$ cat config.mk
export PLATFORM = sky130hd
export DESIGN_NAME = grc_divider
export DESIGN_NICKNAME = d
export VERILOG_FILES = /design/src/design/grc_pkg.sv /design/src/design/grc_divider.sv
export SDC_FILE = /design/constraint.sdc
export NUM_CORES = 1
export LEC_CHECK = 0
export BUFFER_PORTS_ARGS = -buffer_cell sky130_fd_sc_hd__buf_4
export CAP_MARGIN = 20
export CORE_MARGIN = 4
export CORE_UTILIZATION = 45
export DETAILED_ROUTE_END_ITERATION = 6
export PLACE_DENSITY = 0.67
export SYNTH_ARGS = -nofsm -noshare
export SYNTH_HDL_FRONTEND = slang
export SYNTH_SLANG_ARGS = --single-unit
$ cat constraint.sdc
create_clock -name clk -period 5.2 [get_ports clk]
set_clock_uncertainty 0.1 [all_clocks]
set_input_delay 0.78 -clock clk [delete_from_list [all_inputs] [get_ports clk]]
set_output_delay 0.78 -clock clk [all_outputs]
set_load 0.005 [all_outputs]
$ cat src/design/grc_pkg.sv
// Shared constants, codes, types and the CORDIC arctangent table of the grid ray caster.
// No dependencies; every other file of the block refers to it by scoped names.
`timescale 1ns / 1ps

package grc_pkg;

	localparam int MAP_DIM     = 64;
	localparam int DIM_W       = $clog2(MAP_DIM);
	localparam int CELL_W      = 2 * DIM_W;
	localparam int CELLS       = MAP_DIM * MAP_DIM;
	localparam int WALK_STEPS  = MAP_DIM + 2;
	localparam int STEP_W      = $clog2(WALK_STEPS + 1);
	localparam int ANGLE_W     = 12;
	localparam int EYE_W       = 19;
	localparam int OUT_W       = 17;
	localparam int FRAC_BITS   = 8;
	localparam int TAN_FRAC    = 14;
	localparam int SLOPE_W     = 24;
	localparam int LIMIT_W     = 23;
	localparam int CORDIC_STEPS = 28;
	localparam int ITER_W      = 5;
	localparam int POS_W       = 40;   // walk coordinates, Q.8 with plenty of headroom
	localparam int MAG_W       = 30;   // |x|, |y| of the CORDIC vector
	localparam int NUM_W       = MAG_W + TAN_FRAC;
	localparam int QUO_W       = 24;
	localparam int CFG_W       = 7;

	localparam logic [LIMIT_W-1:0]        TAN_LIMIT  = 23'd8388607;
	localparam logic signed [31:0]        TWO_PI_Q28 = 32'sd1686629713;
	localparam logic signed [31:0]        CORDIC_X0  = 32'sd268435456;
	localparam logic signed [31:0]        DIST_CLAMP = 32'sd2147483647;

	typedef enum logic [1:0] {
		CFG_TILE_SHIFT = 2'd0,
		CFG_MAP_WIDTH  = 2'd1,
		CFG_MAP_HEIGHT = 2'd2
	} cfg_idx_t;

	localparam logic REQ_WRITE = 1'b0;
	localparam logic REQ_CAST  = 1'b1;

	typedef struct packed {
		logic             start;
		logic [NUM_W-1:0] num;
		logic [MAG_W-1:0] den;
	} div_cmd_t;

	typedef struct packed {
		logic               done;
		logic [LIMIT_W-1:0] mag;
	} div_rsp_t;

	typedef struct packed {
		logic              we;
		logic [CELL_W-1:0] addr;
		logic              data;
	} wm_wr_t;

	// atan(2^-i) in Q28
	function automatic logic signed [31:0] atan_q28(input logic [ITER_W-1:0] i);
		logic signed [31:0] v;
		case (i)
			5'd0:  v = 32'sd210828714;
			5'd1:  v = 32'sd124459457;
			5'd2:  v = 32'sd65760959;
			5'd3:  v = 32'sd33381290;
			5'd4:  v = 32'sd16755422;
			5'd5:  v = 32'sd8385879;
			5'd6:  v = 32'sd4193963;
			5'd7:  v = 32'sd2097109;
			5'd8:  v = 32'sd1048571;
			5'd9:  v = 32'sd524287;
			5'd10: v = 32'sd262144;
			5'd11: v = 32'sd131072;
			5'd12: v = 32'sd65536;
			5'd13: v = 32'sd32768;
			5'd14: v = 32'sd16384;
			5'd15: v = 32'sd8192;
			5'd16: v = 32'sd4096;
			5'd17: v = 32'sd2048;
			5'd18: v = 32'sd1024;
			5'd19: v = 32'sd512;
			5'd20: v = 32'sd256;
			5'd21: v = 32'sd128;
			5'd22: v = 32'sd64;
			5'd23: v = 32'sd32;
			5'd24: v = 32'sd16;
			5'd25: v = 32'sd8;
			5'd26: v = 32'sd4;
			5'd27: v = 32'sd2;
			default: v = 32'sd0;
		endcase
		return v;
	endfunction

endpackage

$ cat src/design/grc_divider.sv
// Restoring divider, one quotient bit per cycle, saturating at the tan/cot limit.
// Depends on grc_pkg for the command and response types.
`timescale 1ns / 1ps

module grc_divider (
	input  logic              clk,
	input  logic              arst_n,
	input  grc_pkg::div_cmd_t cmd,
	output grc_pkg::div_rsp_t rsp
);

	logic                            run_q;
	logic                            done_q;
	logic [$clog2(grc_pkg::QUO_W+1)-1:0] cnt_q;
	logic                            ovf_q;
	logic [grc_pkg::MAG_W-1:0]       rem_q;
	logic [grc_pkg::MAG_W-1:0]       den_q;
	logic [grc_pkg::QUO_W-1:0]       num_q;
	logic [grc_pkg::QUO_W-1:0]       quo_q;
	logic [grc_pkg::MAG_W:0]         trial;
	logic                            fits;

	assign trial = {rem_q, num_q[grc_pkg::QUO_W-1]};
	assign fits  = trial >= {1'b0, den_q};

	always_ff @(posedge clk or negedge arst_n) begin
		if (!arst_n) begin
			run_q  <= 1'b0;
			done_q <= 1'b0;
			cnt_q  <= '0;
			ovf_q  <= 1'b0;
			rem_q  <= '0;
			den_q  <= '0;
			num_q  <= '0;
			quo_q  <= '0;
		end else begin
			done_q <= 1'b0;
			if (cmd.start && !run_q) begin
				run_q <= 1'b1;
				cnt_q <= '0;
				den_q <= cmd.den;
				num_q <= cmd.num[grc_pkg::QUO_W-1:0];
				rem_q <= grc_pkg::MAG_W'(cmd.num[grc_pkg::NUM_W-1:grc_pkg::QUO_W]);
				// quotient of 2^24 or more when the high part alone reaches the divisor
				ovf_q <= grc_pkg::MAG_W'(cmd.num[grc_pkg::NUM_W-1:grc_pkg::QUO_W]) >= cmd.den;
				quo_q <= '0;
			end else if (run_q) begin
				num_q <= num_q << 1;
				if (fits) begin
					rem_q <= grc_pkg::MAG_W'(trial - {1'b0, den_q});
					quo_q <= {quo_q[grc_pkg::QUO_W-2:0], 1'b1};
				end else begin
					rem_q <= trial[grc_pkg::MAG_W-1:0];
					quo_q <= {quo_q[grc_pkg::QUO_W-2:0], 1'b0};
				end
				if (cnt_q == ($bits(cnt_q))'(grc_pkg::QUO_W - 1)) begin
					run_q  <= 1'b0;
					done_q <= 1'b1;
				end
				cnt_q <= cnt_q + 1'b1;
			end
		end
	end

	assign rsp.done = done_q;
	assign rsp.mag  = (ovf_q || quo_q[grc_pkg::QUO_W-1]) ? grc_pkg::TAN_LIMIT
		: quo_q[grc_pkg::LIMIT_W-1:0];

endmodule

Word-level counts from Yosys, hierarchy flattened. Cells that the tools add are included.

Flip-flop bits (word level): 116. Bits of input ports: 77. Output and inout bits: 24. Word-level logic and storage cells: 34.

Add/sub/neg operators: 2. Order comparisons: 2. Eq/ne operators: 1. Multiplexer cells: 17. Reductions and logical operators: 4.

Operators by type and width (count): 24-bit two-way mux (4); 30-bit two-way mux (3); 31-bit by 30-bit >= comparator with 1-bit output (1); 20-bit by 30-bit >= comparator with 1-bit output (1); 30-bit subtractor (1); 23-bit two-way mux (1); 5-bit two-way mux (2); 1-bit two-way mux (7); 5-bit by 1-bit adder with 5-bit output (second input constant) (1); 5-bit == test (second input constant) (1); 2-bit nonzero test (1); 1-bit logical AND (1); 1-bit logical NOT (1); 1-bit logical OR (1).

Depth between registers and ports, before layout.
Word-level depth: 4. Gate-level depth with buffers: 12. Depth with buffers taken out: 11.

Worst setup path after synthesis. No wires, ideal clock.

Kind: flip-flop to flip-flop. Start: register rem_q[1] (netlist bit). End: register rem_q[21] (netlist bit). Arrival: 2516 ps. Data required time: 4979 ps. Slack: 2463 ps. Stages on the path, launching flop included: 10. Cells stage by stage: dfrtp_1 ha_1 nor2_1 a211o_1 a311o_1 a21oi_2 o21ai_4 o21ai_4 mux2_1 a22o_1.

Cells in the longest elaborated chain, start to end: 4. Elaborated cells between the ends (all ways): 5. Those cells by class: add/sub (1); order compare (1); mux (3).

Ends and longest elaborated chain: start, declared (RTL line grc_divider.sv:16) `logic [grc_pkg::MAG_W-1:0] rem_q;`; start signal, assigned (RTL line grc_divider.sv:43) `rem_q <= grc_pkg::MAG_W'(cmd.num[grc_pkg::NUM_W-1:grc_pkg::QUO_W]);`; start signal, assigned (RTL line grc_divider.sv:50) `rem_q <= grc_pkg::MAG_W'(trial - {1'b0, den_q});`; start signal, assigned (RTL line grc_divider.sv:53) `rem_q <= trial[grc_pkg::MAG_W-1:0];`; 30-bit subtractor / 31-bit by 30-bit >= comparator with 1-bit output (equally long branches) (RTL line grc_divider.sv:50, grc_divider.sv:24); 30-bit two-way mux * (RTL line grc_divider.sv:49) `if (fits) begin`; 30-bit two-way mux * (RTL line grc_divider.sv:47) `end else if (run_q) begin`; 30-bit two-way mux * (RTL line grc_divider.sv:38) `if (cmd.start && !run_q) begin`.

Every way passes the cells marked *; elsewhere a longest branch is shown, timed or not. The select of a mux whose other input is x is not followed. A chain may end at the register's enable or synchronous reset.

Worst setup path in the final report. Ends and elaborated chain as after synthesis.

==> summary.txt <==
Route
  • DR DRC count: 0
  • Final ANT Viol Nets: 0
  • Initial DRC Count: 385
  • Avg WL per Cell: 15.7 um
  • Drt pass-1 iters: 5
  • Via count: 6232
  • Via density: 5.50
  • Total Wirelength: 17.9 mm

Yosys
  • Synth unique cells: 66
  • Post-synth EDFFs: 0
  • Flops & latches, synth: 116
  • Sequential area share after synthesis: 38.8%
  • Mapped Nets: 964
  • Yosys Warn Count: 0
  • Mapped Area: 0.00748 mm^2
  • Synth Flop Type: dfrtp_1
  • Cells after Synth: 835
  • Async S/R FF share, synth: 100%
  • Syn Area/Cell: 8.96 um^2

Placement
  • Placed instance count: 1101
  • Final Wtd Congestion: 0.855
  • Area after DPL: 0.00830 mm^2
  • DP Wirelength: 12.7 mm
  • Port bufs: 100

Layout
  • Post-layout nets: 1034
  • Fin cells: 1134
  • Area Overhead vs Synth: 19.1%
  • Final core occ: 55.5%
  • Diodes inserted: 0
  • Design area: 0.00891 mm^2
  • Fraction of layout cells with a size suffix above 1: 16.8%

Timing
  • Slew @ Worst Pin: 0.849 ns
  • Fmax: 302 MHz
  • Max_slew headroom: 43.4%
  • Fin. max-slew vios: 0
  • Final Hold Vio Count: 0
  • Final setup viols: 0
  • Unrepaired setup endpoints after global routing: no
  • Tmin final: 3.31 ns
  • TNS Setup: 0 ns
  • Final Cycle Share: 63.7%

Clock network
  • Sink Count: 116
  • Hold Buf Count CTS: 0
  • Setup Fix Bufs, Post-CTS: 0
  • Worst-Skew Late Latency: 0.42 ns
  • CTS root buf: clkbuf_16
  • CTS max path bufs: 2
  • Post-CTS sizing: 0
  • Clk slew on worst S/H paths: 0.06 ns
  • H-tree depth: 4
  • CTS buffer count: 17
  • CTS tree: built

Worst setup path
  • Crit path cell chain: ha_1, nor2_1, a211o_1, a311o_1, a21oi_2, o21ai_4, o21ai_4, mux2_1, a22o_1
  • CP most frequent cell: o21ai_4
  • Delay of the slowest critical-path stage: 0.62 ns
  • Critical path arrival: 3.51 ns
  • Max Fanout on Critical Path: 26
  • Worst setup SP type: flop
  • Slowest CP cell: o21ai_4
  • Crit Path Category: reg2reg
  • Critical path capture point type: flop
  • Required time of the critical path: 5.40 ns

Global route
  • Pin count of the biggest net entering global routing: 70
  • Initial antenna violation count: 0
  • Remaining Overflow, GRT: 0
  • GRT Util Overall: 19.7%
  • First-pass GRT wire length: 29.5 mm
  • Vias in the first global route: 5953

Run
  • # Max-Cap Violations: 0

Floorplan
  • Core area: 0.0161 mm^2
  • Die area: 0.0188 mm^2
  • IO Pins: 101
  • Die height: 137 um
  • Initial Utilization: 46.6%
  • FP Rows: 46
  • Die width: 137 um

Worst hold path
  • HP Class: in2async

Power
  • P_leak: 4.15 nW
  • Pwr Total: 0.00689 W
  • Peak supply drop: 0.308 mV
  • Pwr dens: 773 mW/mm^2

Status
  • Status: finished clean
==> placed cells by master, fill, tap and decap left out, types with 16 or more instances in the layout <==
master	netlist	final
a31oi_1	16	16
nand3_1	16	16
inv_1	54	54
a22o_1	28	28
nor2_1	27	26
or3_1	27	27
buf_4	2	103
a211oi_1	25	25
nor2b_1	25	24
mux2i_1	31	31
o21ai_0	71	71
ha_1	51	51
clkbuf_16	0	17
xnor2_1	18	18
a21oi_1	35	35
dfrtp_1	116	115
nand2_1	116	116
==> cell type report <==
| cell class | count | area, um^2 |
|---|---|---|
| Inverter | 54 | 203 |
| Tap cell | 216 | 270 |
| Sequential cell | 116 | 2910 |
| Fill cell | 1472 | 7150 |
| Timing Repair Buffer | 104 | 801 |
| Clock inverter | 15 | 158 |
| Clock buffer | 17 | 425 |
| Multi-Input combinational cell | 612 | 4150 |
==> flip-flops by register name, indices dropped and copies added (netlist names) <==
name / cells
run_q: 1
num_q: 24
ovf_q: 1
quo_q: 24
rem_q: 30
done_q: 1
cnt_q: 5
den_q: 30
==> through the flow <==
stage / hold slack (ns) / setup WS, ns
detailed placement: 0.368 / 1.88
finish: 0.371 / 1.89
global route: 0.404 / 1.71
global placement: 0.359 / 1.96
floorplan: 0.352 / 2.46
CTS: 0.381 / 1.88
==> path summary, 6_finish.rpt <==
check	start	end	slack [ns]	cells past startpoint
max in group asynchronous	arst_n	rem_q[12]	3.41	2
min	arst_n	den_q[27]	0.37	1
min reg2reg	num_q[17]	num_q[18]	0.38	2
max reg2reg	rem_q[1]	rem_q[21]	1.89	9
min in group clk	num_q[17]	num_q[18]	0.38	2
max	rem_q[1]	rem_q[21]	1.89	9
==> metal layers <==
| metal | vias up | track usage [%] | part of all wire [%] |
|---|---|---|---|
| met4 | 0 | 5.32 | 1.2 |
| met2 | 110 | 30.1 | 46 |
| met5 | - | 0 | 0 |
| met3 | 15 | 4.41 | 4.5 |
| met1 | 2960 | 28.1 | 49 |
| li1 | 3147 | - | - |
==> cell usage after synthesis, types with 3 or more instances <==
| library cell | n | share of area [%] |
|---|---|---|
| ha_1 | 51 | 8.5 |
| nor3_1 | 12 | 0.80 |
| buf_6 | 3 | 0.45 |
| dfrtp_1 | 116 | 39 |
| nand2b_1 | 7 | 0.59 |
| mux2i_1 | 31 | 4.1 |
| a21o_1 | 7 | 0.70 |
| xnor2_1 | 18 | 2.1 |
| xor2_1 | 9 | 1.1 |
| and3_1 | 3 | 0.25 |
| nand3_1 | 16 | 1.1 |
| a31oi_1 | 16 | 1.3 |
| a21oi_1 | 35 | 2.3 |
| o211ai_1 | 6 | 0.60 |
| o21ai_1 | 8 | 0.54 |
| a21oi_2 | 3 | 0.35 |
| nor2b_1 | 25 | 2.1 |
| a211o_1 | 7 | 0.82 |
| nand2_1 | 116 | 5.8 |
| a211oi_1 | 25 | 2.5 |
| nor2_1 | 27 | 1.4 |
| nand4_1 | 5 | 0.42 |
| o21a_1 | 6 | 0.60 |
| clkbuf_1 | 38 | 1.9 |
| buf_2 | 9 | 0.60 |
| a32oi_1 | 7 | 0.82 |
| o21ai_0 | 71 | 4.7 |
| a22o_1 | 28 | 3.3 |
| or3_1 | 27 | 2.3 |
| inv_1 | 54 | 2.7 |
==> critical path, delay by kind of cell (launching register included) <==
kind	cells	cell delay, ns
adders and majority gates	1	0.36
AOI/OAI and AO/OA	6	1.88
and+or+nand+nor	1	0.06
muxes	1	0.39
DFF	1	0.39
==> kinds of logic after synthesis <==
| group | count (synthesis) | share of synthesized area (%) |
|---|---|---|
| AOI/OAI and AO/OA | 248 | 22.6 |
| xor gates and xnor gates | 27 | 3.16 |
| adders and majority gates | 52 | 8.80 |
| buffers and inverters | 107 | 5.92 |
| DFF | 116 | 38.8 |
| muxes | 33 | 4.45 |
| and+or+nand+nor | 252 | 16.2 |
==> power breakdown <==
| group | total, W | leakage (nW) | switching, W | internal, W |
|---|---|---|---|---|
| Combinational | 0.00407 | 2.44 | 0.00223 | 0.00183 |
| Clock | 0.00115 | 0.276 | 0.000440 | 0.000706 |
| Sequential | 0.00167 | 1.43 | 0.000309 | 0.00136 |
| Total | 0.00689 | 4.15 | 0.00298 | 0.00390 |
Note: power is estimated with default switching activity, not from simulation.
