$ cat config.mk
export PLATFORM = sky130hd
export DESIGN_NAME = grc_pix_sat
export DESIGN_NICKNAME = d
export VERILOG_FILES = /design/src/design/grc_pkg.sv /design/src/design/grc_divider_wrap_note.sv
export SDC_FILE = /design/constraint.sdc
export NUM_CORES = 1
export LEC_CHECK = 0
export BUFFER_PORTS_ARGS = -buffer_cell sky130_fd_sc_hd__buf_2
export CORE_AREA = 8 8 45 47
export DETAILED_ROUTE_END_ITERATION = 10
export DIE_AREA = 0 0 53 55
export PLACE_DENSITY = 0.74
export SETUP_SLACK_MARGIN = 0.05
export SYNTH_ARGS = -nofsm -noshare
export SYNTH_HDL_FRONTEND = slang
export SYNTH_SLANG_ARGS = --single-unit
$ cat constraint.sdc
create_clock -name vclk -period 1.3
set_input_delay 0.13 -clock vclk [all_inputs]
set_output_delay 0.13 -clock vclk [all_outputs]
set_load 0.01 [all_outputs]
$ cat src/design/grc_pkg.sv
// Shared constants, codes, types and the CORDIC arctangent table of the grid ray caster.
// No dependencies; every other file of the block refers to it by scoped names.
`timescale 1ns / 1ps

package grc_pkg;

	localparam int MAP_DIM     = 64;
	localparam int DIM_W       = $clog2(MAP_DIM);
	localparam int CELL_W      = 2 * DIM_W;
	localparam int CELLS       = MAP_DIM * MAP_DIM;
	localparam int WALK_STEPS  = MAP_DIM + 2;
	localparam int STEP_W      = $clog2(WALK_STEPS + 1);
	localparam int ANGLE_W     = 12;
	localparam int EYE_W       = 19;
	localparam int OUT_W       = 17;
	localparam int FRAC_BITS   = 8;
	localparam int TAN_FRAC    = 14;
	localparam int SLOPE_W     = 24;
	localparam int LIMIT_W     = 23;
	localparam int CORDIC_STEPS = 28;
	localparam int ITER_W      = 5;
	localparam int POS_W       = 40;   // walk coordinates, Q.8 with plenty of headroom
	localparam int MAG_W       = 30;   // |x|, |y| of the CORDIC vector
	localparam int NUM_W       = MAG_W + TAN_FRAC;
	localparam int QUO_W       = 24;
	localparam int CFG_W       = 7;

	localparam logic [LIMIT_W-1:0]        TAN_LIMIT  = 23'd8388607;
	localparam logic signed [31:0]        TWO_PI_Q28 = 32'sd1686629713;
	localparam logic signed [31:0]        CORDIC_X0  = 32'sd268435456;
	localparam logic signed [31:0]        DIST_CLAMP = 32'sd2147483647;

	typedef enum logic [1:0] {
		CFG_TILE_SHIFT = 2'd0,
		CFG_MAP_WIDTH  = 2'd1,
		CFG_MAP_HEIGHT = 2'd2
	} cfg_idx_t;

	localparam logic REQ_WRITE = 1'b0;
	localparam logic REQ_CAST  = 1'b1;

	typedef struct packed {
		logic             start;
		logic [NUM_W-1:0] num;
		logic [MAG_W-1:0] den;
	} div_cmd_t;

	typedef struct packed {
		logic               done;
		logic [LIMIT_W-1:0] mag;
	} div_rsp_t;

	typedef struct packed {
		logic              we;
		logic [CELL_W-1:0] addr;
		logic              data;
	} wm_wr_t;

	// atan(2^-i) in Q28
	function automatic logic signed [31:0] atan_q28(input logic [ITER_W-1:0] i);
		logic signed [31:0] v;
		case (i)
			5'd0:  v = 32'sd210828714;
			5'd1:  v = 32'sd124459457;
			5'd2:  v = 32'sd65760959;
			5'd3:  v = 32'sd33381290;
			5'd4:  v = 32'sd16755422;
			5'd5:  v = 32'sd8385879;
			5'd6:  v = 32'sd4193963;
			5'd7:  v = 32'sd2097109;
			5'd8:  v = 32'sd1048571;
			5'd9:  v = 32'sd524287;
			5'd10: v = 32'sd262144;
			5'd11: v = 32'sd131072;
			5'd12: v = 32'sd65536;
			5'd13: v = 32'sd32768;
			5'd14: v = 32'sd16384;
			5'd15: v = 32'sd8192;
			5'd16: v = 32'sd4096;
			5'd17: v = 32'sd2048;
			5'd18: v = 32'sd1024;
			5'd19: v = 32'sd512;
			5'd20: v = 32'sd256;
			5'd21: v = 32'sd128;
			5'd22: v = 32'sd64;
			5'd23: v = 32'sd32;
			5'd24: v = 32'sd16;
			5'd25: v = 32'sd8;
			5'd26: v = 32'sd4;
			5'd27: v = 32'sd2;
			default: v = 32'sd0;
		endcase
		return v;
	endfunction

endpackage

$ cat src/design/grc_divider_wrap_note.sv
// Saturating signed fixed point helper: floor to whole pixels, clamped to the OUT_W signed range.
// Depends on grc_pkg; used by the grid ray caster top level.
`timescale 1ns / 1ps

module grc_pix_sat (
	input  logic signed [grc_pkg::POS_W-1:0] v,
	output logic signed [grc_pkg::OUT_W-1:0] pix
);

	logic signed [grc_pkg::POS_W-1:0] fl;

	always_comb begin
		fl = v >>> grc_pkg::FRAC_BITS;
		if (fl > grc_pkg::POS_W'(65535))
			pix = 17'sd65535;
		else if (fl < -grc_pkg::POS_W'(65536))
			pix = -17'sd65536;
		else
			pix = fl[grc_pkg::OUT_W-1:0];
	end

endmodule

== Yosys cells after proc, flatten, opt, wreduce, memory -nomap -nowiden ==
Index checks and enable logic that the tools add are counted.

* $add $sub $neg: 0
* Multipliers: 0
* Div/mod/pow operators: 0
* $lt $le $gt $ge: 2
* Equality and inequality tests: 0
* Shifts and indexed selects: 0
* Mux-type cells: 2
* Bitwise operators: 0
* Reduce and logical (&&, ||, !) cells: 0

{| class="wikitable"
|+ Operators with widths
! cell !! count
|-
| $mux W17 || 2
|-
| $gt A32 B17 Y1 const B || 1
|-
| $lt A32 B17 Y1 const B || 1
|}

* Bits in registers: 0
* Bits in latches: 0
* RAM bits: 0
* Memory bits (read-only): 0
* Input port bits: 40
* Output and inout bits: 17
* Word-level logic and storage cells: 4
* Memories: 0

== Depth between registers and ports, before layout ==
Gate-level depths: netlist (run 1).

* Depth in word-level cells: 3
* Mapped depth: 4
* Gate-level depth less buffers: 3

== Worst setup path before layout (run 1) ==
OpenSTA, ideal clock, no wires.

* Kind: input to output
* From: in v[33] (netlist bit)
* To: out pix[10] (netlist bit)
* Data arrival time: 1069 ps
* Data required time: 1170 ps
* Setup slack: 101 ps
* Cell stages on the path: 4
* Buffers on the path: 1
* Cell sequence: nand4_1 -> o41ai_4 -> buf_6 -> a21o_1

* Cells in the longest elaborated chain, start to end: 3
* Elaborated cells between the ends (all ways): 4
* Classes of those cells: order compare: 2; mux: 2

{| class="wikitable"
|+ Ends and longest elaborated chain
! what !! RTL line !! RTL
|-
| from (decl) || grc_divider_wrap_note.sv:6 || <nowiki>input logic signed [grc_pkg::POS_W-1:0] v,</nowiki>
|-
| $lt A32 B17 Y1 || grc_divider_wrap_note.sv:16 || <nowiki>else if (fl < -grc_pkg::POS_W'(65536))</nowiki>
|-
| $mux W17 || grc_divider_wrap_note.sv:16 ||
|-
| $mux W17 (*) || grc_divider_wrap_note.sv:14 || <nowiki>if (fl > grc_pkg::POS_W'(65535))</nowiki>
|-
| to (decl) || grc_divider_wrap_note.sv:7 || <nowiki>output logic signed [grc_pkg::OUT_W-1:0] pix</nowiki>
|}

Mark *: on every way between the ends. The rest lies on a longest branch, timed or not.

== Final worst setup path (run 1) ==
* From: in v[36] (netlist bit)
* To: out pix[8] (netlist bit)

The elaborated chain is that of the path after synthesis.

==> results of run 1 <==
-- report_power, final --
part	leakage (nW)	switching (mW)	total, mW	internal, mW
clock network	0	0	0	0
registers	0	0	0	0
logic	0.373	0.103	0.242	0.140
total	0.373	0.103	0.242	0.140
-- cells in the mapped netlist --
master                     number
sky130_fd_sc_hd__a21o_1        10
sky130_fd_sc_hd__a21o_2         6
sky130_fd_sc_hd__nor4_1         3
sky130_fd_sc_hd__nand4_1        2
sky130_fd_sc_hd__a41oi_1        1
sky130_fd_sc_hd__buf_2          1
sky130_fd_sc_hd__buf_6          1
sky130_fd_sc_hd__clkbuf_1       1
sky130_fd_sc_hd__nand3_1        1
sky130_fd_sc_hd__nand4_2        1
sky130_fd_sc_hd__nor3_1         1
sky130_fd_sc_hd__o41ai_4        1
-- layer usage --
| layer | up-vias | global-route usage [%] | part of all wire [%] |
|---|---|---|---|
| li1 | 219 | - | - |
| met1 | 189 | 9.20 | 30 |
| met2 | 29 | 23.0 | 56 |
| met3 | 0 | 3.74 | 13 |
| met4 | 0 | 0 | 0 |
| met5 | - | 0 | 0 |
-- stage by stage --
step	util [%]	hold WS (ns)	setup WS, ns	power [mW]
after global routing	52.0	0.539	-0.0696	0.262
after CTS	51.2	0.535	-0.00411	0.238
after detailed placement	36.9	0.525	-0.0686	0.171
final	52.0	0.532	-0.0285	0.242
after floorplan	-	0.362	0.101	0.0743
after global placement	36.9	0.517	-0.0674	0.167
-- worst max-delay path, stage by stage --
cell	delay, ns
sky130_fd_sc_hd__buf_8	0.10
sky130_fd_sc_hd__nor4_4	0.29
sky130_fd_sc_hd__a41oi_2	0.19
sky130_fd_sc_hd__buf_4	0.20
sky130_fd_sc_hd__a21o_1	0.15
sky130_fd_sc_hd__buf_2	0.13
-- how the worst max path moves through the flow --
| stage | startpoint | endpoint | slack, ns | cells past startpoint |
|---|---|---|---|---|
| after floorplan | v[33] | pix[10] | 0.10 | 4 |
| after global placement | v[29] | pix[2] | -0.07 | 6 |
| after detailed placement | v[29] | pix[2] | -0.07 | 6 |
| after CTS | v[24] | pix[12] | -0.004 | 6 |
| after global routing | v[25] | pix[9] | -0.07 | 6 |
| final | v[36] | pix[8] | -0.03 | 6 |
-- repair_timing --
item / in CTS / in global routing
setup endpoints to repair: 16 / 16
resized for setup: 34 / 3
cloned: 1 / 0
hold buffers: 0 / 0
pin swaps: 5 / 2
-- cells in the final DEF, fill, tap and decap left out --
cell type	instances
sky130_fd_sc_hd__a21o_1	10
sky130_fd_sc_hd__nand4_1	2
sky130_fd_sc_hd__buf_6	13
sky130_fd_sc_hd__a21o_2	3
sky130_fd_sc_hd__buf_8	3
sky130_fd_sc_hd__nor4_4	3
sky130_fd_sc_hd__nor3_2	1
sky130_fd_sc_hd__buf_12	1
sky130_fd_sc_hd__a41oi_2	1
sky130_fd_sc_hd__buf_2	33
sky130_fd_sc_hd__o41ai_4	1
sky130_fd_sc_hd__a21o_4	3
sky130_fd_sc_hd__buf_4	2
sky130_fd_sc_hd__nand4_4	1
sky130_fd_sc_hd__nand3_2	1
-- cell families after synthesis --
kind of cell,count (synthesis),synth area share (%)
buffers and inverters,3,8.42
AOI/OAI and AO/OA,18,68.9
and+or+nand+nor,8,22.6
-- final cells by class --
| type | count | share of cell area (%) |
|---|---|---|
| multi-input combinational | 26 | 42.8 |
| tap | 16 | 2.78 |
| timing repair buffer | 52 | 54.4 |
==> out/results.ini, run 1 <==
[power]
ir_drop_mv=0.115
p_leak_nw=0.373
power_density_nw_per_um2=337

[finish]
numSequentialCells=0
fin_nets=120
final_layout_size_suffix_gt1_share_pct=84.6
finished_layout_cells=94
num-clock-buffers=0
post_synthesis_to_final_layout_area_growth_pct=203
n_fill_cell=124
multi_input_combinational_cell_area_sq_um=308
layout.area.seq_sq_um=0
antenna-diode-count=0
finish.instance_area_sq_um=719

[worst_setup_path]
worstSetupStartpointType=primary input
crit_fanout=8
arrival_time_of_the_worst_setup_path_ns=1.20
worst_setup_path_end_kind=primary output
data_required_time_of_the_critical_path_ns=1.17
path_class=in2out

[run_status]
violations=setup timing
outcome=finished, violations left

[global_routing]
grt_antenna_before_repair=0
vias_in_the_first_global_route=534
gr-total-overflow=0
grt_first_pass_wirelength_mm=2.38
grt.total_usage_pct=10.5
grt_start_max_net_pins=17

[synthesis]
yosysTopAreaCellShare_pct=31.6
synth_top_area_cell=sky130_fd_sc_hd__a21o_1
synthCells=29
synthesis.yosys.warnings=0
synth_area_per_cell_sq_um=8.20
yosys.cell_types.count=12
synth_seq_area_share_pct=0
mappedNetlistArea_sq_um=238
synthesis.nets=69
yosys-top-cells-area=sky130_fd_sc_hd__a21o_1 32%, sky130_fd_sc_hd__a21o_2 22%, sky130_fd_sc_hd__o41ai_4 12%

[die]
floorplan.core_area_sq_um=1380
rows=14
num_io_pins=57
chipHeight_microns=55
initial_core_util_pct=17.2
die-area_sq_um=2920
floorplan.die.width_microns=53

[timing]
setup_viol=15
rsz0062_at_grt=yes
post-route-period-util_pct=102
timing.fmax_ghz=0.753
final_max_slew_viol_count=0
setup_total_negative_slack_ns=-0.306
worst_pin_slew_ns=0.297
period_needed_ns=1.33
hold_viol_final=0
setup_slack_ns=-0.0285
worst_slew_margin_rel_pct=80.1

[min_path]
holdPathStages=2
min-delay-start=v[39]
endpoint_of_the_worst_hold_timing_path=pix[16]
hold_path_class=in2out

[drt]
detailroute.via_count=437
route.final.wire_length_mm=1.53
drt_iter0_markers=1
detail_route.wl_per_cell_microns=16.3
dr.pass1.iters=2
ant_nets=0
drcViolationCount=0
route.detailed.vias_per_inst=4.65

[place]
numPortBuffers=49
total_placed_cells_including_tap_cells=93
post_dp_cell_area_sq_um=510
dp_hpwl_mm=1.05
gpl.final_weighted_congestion=0.648

[run]
maxCapViolCount=0

[clocking]
cts_setup_buffers=0

Power figures use the tool's default switching activity.
==> run 2: changes to the inputs <==
==> constraint.sdc (replaced) <==
create_clock -name vclk -period 1.65
set_input_delay 0.165 -clock vclk [all_inputs]
set_output_delay 0.165 -clock vclk [all_outputs]
set_load 0.005 [all_outputs]
==> run 2 against run 1 <==
  * The flow now finishes without violations
  * Flip-flop and latch count is the same
  * Total power decreased by 51%
  * Cell count fell by 1.1%
  * Setup slack improved by 0.29 ns
  * Critical path depth unchanged
  * Critical endpoint is now pix[4]
  * Wire length decreased by 23%
  * Worst hold slack better by 0.038 ns
  * Sequential share of layout area did not move
  * Global-route usage decreased by 2.8 points
==> out/results.ini, run 2 (synthesis results as in run 1) <==
[run_status]
outcome=finished clean

[power]
ir_drop_mv=0.0660  ; -42%
comb_power_share_pct=100.0  ; about the same
power_density_nw_per_um2=236  ; -30%
net-switching-power_mw=0.0493  ; -52%
total_power_mw=0.118  ; -51%
p_leak_nw=0.316  ; -15%
power.share.sequential_pct=0  ; unchanged
intPower_mw=0.0683  ; -51%
power.switching_fraction_pct=41.9  ; -0.46 points
clock_power_share_pct=0  ; unchanged

[worst_setup_path]
kind_of_cell_adding_the_most_delay_to_the_critical_path=compound AO/OA/AOI/OAI gates
worstSetupStartpointType=primary input
path_class=in2out
data_required_time_of_the_critical_path_ns=1.48  ; +0.31 ns
critical_path_cell_by_cell=buf_2, nand4_2, o41ai_4, buf_4, a21o_2, buf_2
worst_path_max_delay_cell=sky130_fd_sc_hd__o41ai_4
critical_path_buf_inv_count=3  ; unchanged
crit_fanout=16  ; +8
arrival_time_of_the_worst_setup_path_ns=1.22  ; +0.02 ns
longest_individual_stage_delay_on_the_worst_path_ns=0.35  ; +0.06 ns
critical-path-top-cell-by-count=sky130_fd_sc_hd__buf_2
worst_setup_path_end_kind=primary output

[timing]
worst_pin_slew_ns=0.246  ; -0.0514 ns
setup_viol=0  ; -15
rsz0062_at_grt=no
post-route-period-util_pct=84.2
period_needed_ns=1.39
timing.fmax_ghz=0.719
hold-worst-slack_ns=0.569  ; +0.0376 ns
setup_total_negative_slack_ns=0  ; +0.306 ns
worst_slew_margin_rel_pct=83.5  ; +3.3 points
final_max_slew_viol_count=0  ; unchanged
hold_viol_final=0  ; unchanged
setup_slack_ns=0.260  ; +0.289 ns

[global_routing]
vias_in_the_first_global_route=483  ; -9.6%
grt.total_usage_pct=7.68  ; -2.8 points
gr-total-overflow=0  ; unchanged
grt_first_pass_wirelength_mm=1.90  ; -20%
grt_start_max_net_pins=17  ; unchanged
grt_antenna_before_repair=0  ; unchanged

[clocking]
cts_resized=0  ; -100%
postCtsHoldBufs=0  ; unchanged
cts_setup_buffers=0  ; unchanged

[finish]
numSequentialCells=0  ; unchanged
finish.instance_area_sq_um=498  ; -31%
multi_input_combinational_cell_area_sq_um=218  ; -29%
final_cell_mix=49 x sky130_fd_sc_hd__buf_2, 10 x sky130_fd_sc_hd__a21o_1, 6 x sky130_fd_sc_hd__a21o_2
num-clock-buffers=0  ; unchanged
layout.area.seq_sq_um=0  ; unchanged
final_common_cell=sky130_fd_sc_hd__buf_2
final_layout_size_suffix_gt1_share_pct=76.6  ; -8.0 points
fin_nets=119  ; -0.83%
post_synthesis_to_final_layout_area_growth_pct=109
finished_layout_cells=93  ; -1.1%
postLayoutCoreUtil_pct=36.0  ; -16 points
n_fill_cell=150  ; +21%
antenna-diode-count=0  ; unchanged

[die]
num_io_pins=57  ; unchanged
chipHeight_microns=55  ; unchanged
die-area_sq_um=2920  ; unchanged
rows=14  ; unchanged
initial_core_util_pct=17.2  ; unchanged
floorplan.die.width_microns=53  ; unchanged
floorplan.core_area_sq_um=1380  ; unchanged

[drt]
route.final.wire_length_mm=1.17  ; -23%
route.detailed.vias_per_inst=4.53  ; -2.6%
dr.pass1.iters=2  ; unchanged
detail_route.wl_per_cell_microns=12.6  ; -23%
ant_nets=0  ; unchanged
drt_iter0_markers=1  ; unchanged
drcViolationCount=0  ; unchanged
detailroute.via_count=421  ; -3.7%

[place]
numPortBuffers=49  ; unchanged
dp_hpwl_mm=1.05  ; +0.21%
total_placed_cells_including_tap_cells=93  ; unchanged
post_dp_cell_area_sq_um=498  ; -2.5%
gpl.final_weighted_congestion=0.639  ; -1.4%
pre_cts_ws_ns=0.246  ; +0.314 ns

[run]
maxCapViolCount=0  ; unchanged

[min_path]
hold_path_class=in2out

==> run 2: changes by cell type in the layout (fill, tap and decap cells not counted), sizes merged <==
cell  change
buf       -1
==> run 2: area by class of cell <==
cell class                 instances  area share, %
tap                               16           4.02
multi-input combinational         26           43.7
timing repair buffer              51           52.3
==> run 2: routing by layer <==
| metal | wire length (microns) | up-vias | GRT usage (%) |
|---|---|---|---|
| met5 | 0 | - | 0 |
| met4 | 0 | 0 | 0 |
| met3 | 157 | 0 | 1.60 |
| met2 | 546 | 29 | 15.6 |
| met1 | 467 | 174 | 8.30 |
| li1 | - | 218 | - |
==> run 2: final timing paths <==
kind,start,end,cells after the start
setup / recovery,v[25],pix[4],6
hold / removal,v[39],pix[16],2
==> run 2: power by group through the flow <==
stage | registers, mW | clock network [mW] | logic, mW
2_1_floorplan | 0 | 0 | 0.0476
4_1_cts | 0 | 0 | 0.120
6_report | 0 | 0 | 0.118
3_5_place_dp | 0 | 0 | 0.119
5_1_grt | 0 | 0 | 0.133
3_3_place_gp | 0 | 0 | 0.117
==> run 3: changes to the inputs <==
--- a/config.mk
+++ b/config.mk
@@ -9,7 +9,7 @@
 export CORE_AREA = 8 8 45 47
 export DETAILED_ROUTE_END_ITERATION = 10
 export DIE_AREA = 0 0 53 55
-export PLACE_DENSITY = 0.74
+export PLACE_DENSITY = 0.77
 export SETUP_SLACK_MARGIN = 0.05
 export SYNTH_ARGS = -nofsm -noshare
 export SYNTH_HDL_FRONTEND = slang
==> constraint.sdc (replaced) <==
create_clock -name vclk -period 1.1
set_input_delay 0.11 -clock vclk [all_inputs]
set_output_delay 0.11 -clock vclk [all_outputs]
set_load 0.005 [all_outputs]
==> run 3 against run 2 <==
  * The flow now finishes with violations (setup timing)
  * Critical path depth unchanged
  * Flip-flop and latch count unchanged
  * Global-route usage increased by 1.5 points
  * Die area unchanged
  * Combinational power increased by 100%
  * Setup slack got worse by 0.40 ns
  * Core utilization increased by 11 points
  * Highest routed layer unchanged
==> out/results.ini, run 3 (synthesis results as in run 1) <==
[drt]
route.detailed.vias_per_inst=4.80  ; +5.9%
drcViolationCount=0  ; unchanged
detail_route.wl_per_cell_microns=15.1  ; +20%
drt_iter0_markers=7  ; +6
route.final.wire_length_mm=1.41  ; +20%
dr.pass1.iters=4  ; +2
detailroute.via_count=446  ; +5.9%
ant_nets=0  ; unchanged

[timing]
setup_viol=16  ; +16
hold_viol_final=0  ; unchanged
post-route-period-util_pct=112
setup_total_negative_slack_ns=-1.99  ; -1.99 ns
worst_slew_margin_rel_pct=79.5  ; -3.9 points
timing.fmax_ghz=0.809
rsz0062_at_grt=yes
period_needed_ns=1.24
worst_pin_slew_ns=0.306  ; +0.0603 ns
setup_slack_ns=-0.135  ; -0.395 ns
hold-worst-slack_ns=0.471  ; -0.0986 ns
final_max_slew_viol_count=0  ; unchanged

[die]
die-area_sq_um=2920  ; unchanged
initial_core_util_pct=17.2  ; unchanged
floorplan.die.width_microns=53  ; unchanged
floorplan.core_area_sq_um=1380  ; unchanged
num_io_pins=57  ; unchanged
chipHeight_microns=55  ; unchanged
rows=14  ; unchanged

[finish]
final_cell_mix=38 x sky130_fd_sc_hd__buf_2, 10 x sky130_fd_sc_hd__a21o_1, 10 x sky130_fd_sc_hd__buf_6
numSequentialCells=0  ; unchanged
n_fill_cell=130  ; -13%
post_synthesis_to_final_layout_area_growth_pct=174
final_common_cell=sky130_fd_sc_hd__buf_2
fin_nets=119  ; unchanged
num-clock-buffers=0  ; unchanged
antenna-diode-count=0  ; unchanged
final_layout_size_suffix_gt1_share_pct=81.8  ; +5.2 points
multi_input_combinational_cell_area_sq_um=279  ; +28%
layout.area.seq_sq_um=0  ; unchanged

[place]
gpl.final_weighted_congestion=0.795  ; +24%
numPortBuffers=49  ; unchanged
dp_hpwl_mm=1.08  ; +3.4%

[global_routing]
grt_start_max_net_pins=17  ; unchanged
grt.total_usage_pct=9.16  ; +1.5 points
grt_first_pass_wirelength_mm=2.16  ; +13%
vias_in_the_first_global_route=478  ; -1.0%
grt_antenna_before_repair=0  ; unchanged
gr-total-overflow=0  ; unchanged

[worst_setup_path]
arrival_time_of_the_worst_setup_path_ns=1.13  ; -0.09 ns
data_required_time_of_the_critical_path_ns=0.99  ; -0.49 ns
worstSetupStartpointType=primary input
worst_setup_path_end_kind=primary output
path_class=in2out
crit_fanout=16  ; unchanged

[run_status]
violations=setup timing
outcome=finished, violations left

[min_path]
hold_path_class=in2out

[clocking]
postCtsHoldBufs=0  ; unchanged
cts_setup_buffers=0  ; unchanged
cts_resized=20  ; +20

[run]
maxCapViolCount=0  ; unchanged

[power]
clock_power_share_pct=0  ; unchanged
net-switching-power_mw=0.0951  ; +93%
power_density_nw_per_um2=364  ; +54%
intPower_mw=0.142  ; +110%
power.share.sequential_pct=0  ; unchanged
p_leak_nw=0.351  ; +11%
power.switching_fraction_pct=40.0  ; -1.9 points
comb_power_share_pct=100.0  ; about the same
total_power_mw=0.238  ; +100%
ir_drop_mv=0.162  ; +140%

## run 3: area by class of cell
class	instances	share of cell area [%]
multi-input cells	26	42.8
well taps	16	3.07
repair buffers	51	54.1
## run 3: stage by stage
stage          cells  setup slack, ns  utilization, %  instance area [sq um]
2_1_floorplan     29         0.000345               -                    275
3_3_place_gp      93           -0.205            39.4                    546
3_5_place_dp      93           -0.236            39.4                    546
4_1_cts           93           -0.146            46.7                    646
5_1_grt           93           -0.193            47.1                    652
6_report          93           -0.135            47.1                    652
## run 3: final timing paths
check	startpoint	cells after the start	to
worst max-delay path	v[25]	6	pix[2]
worst min-delay path	v[39]	2	pix[16]
## run 3: critical path: stages
cell and delay, ns:
sky130_fd_sc_hd__buf_6 0.09, sky130_fd_sc_hd__nand4_4 0.11, sky130_fd_sc_hd__o41ai_4 0.41, sky130_fd_sc_hd__buf_12 0.18, sky130_fd_sc_hd__a21o_2 0.13, sky130_fd_sc_hd__buf_6 0.09
## run 3: layer usage
metal  vias up  share of wire [%]  GRT usage, %
li1        219                  -             -
met1       205                 33          8.90
met2        22                 57          19.5
met3         0                9.6          2.41
met4         0                  0             0
met5         -                  0             0
## run 3: power by group through the flow
stage,clock network (mW),logic (mW),registers [mW]
floorplan,0,0.0761,0
finish,0,0.238,0
CTS,0,0.235,0
global placement,0,0.192,0
global route,0,0.256,0
detailed placement,0,0.195,0
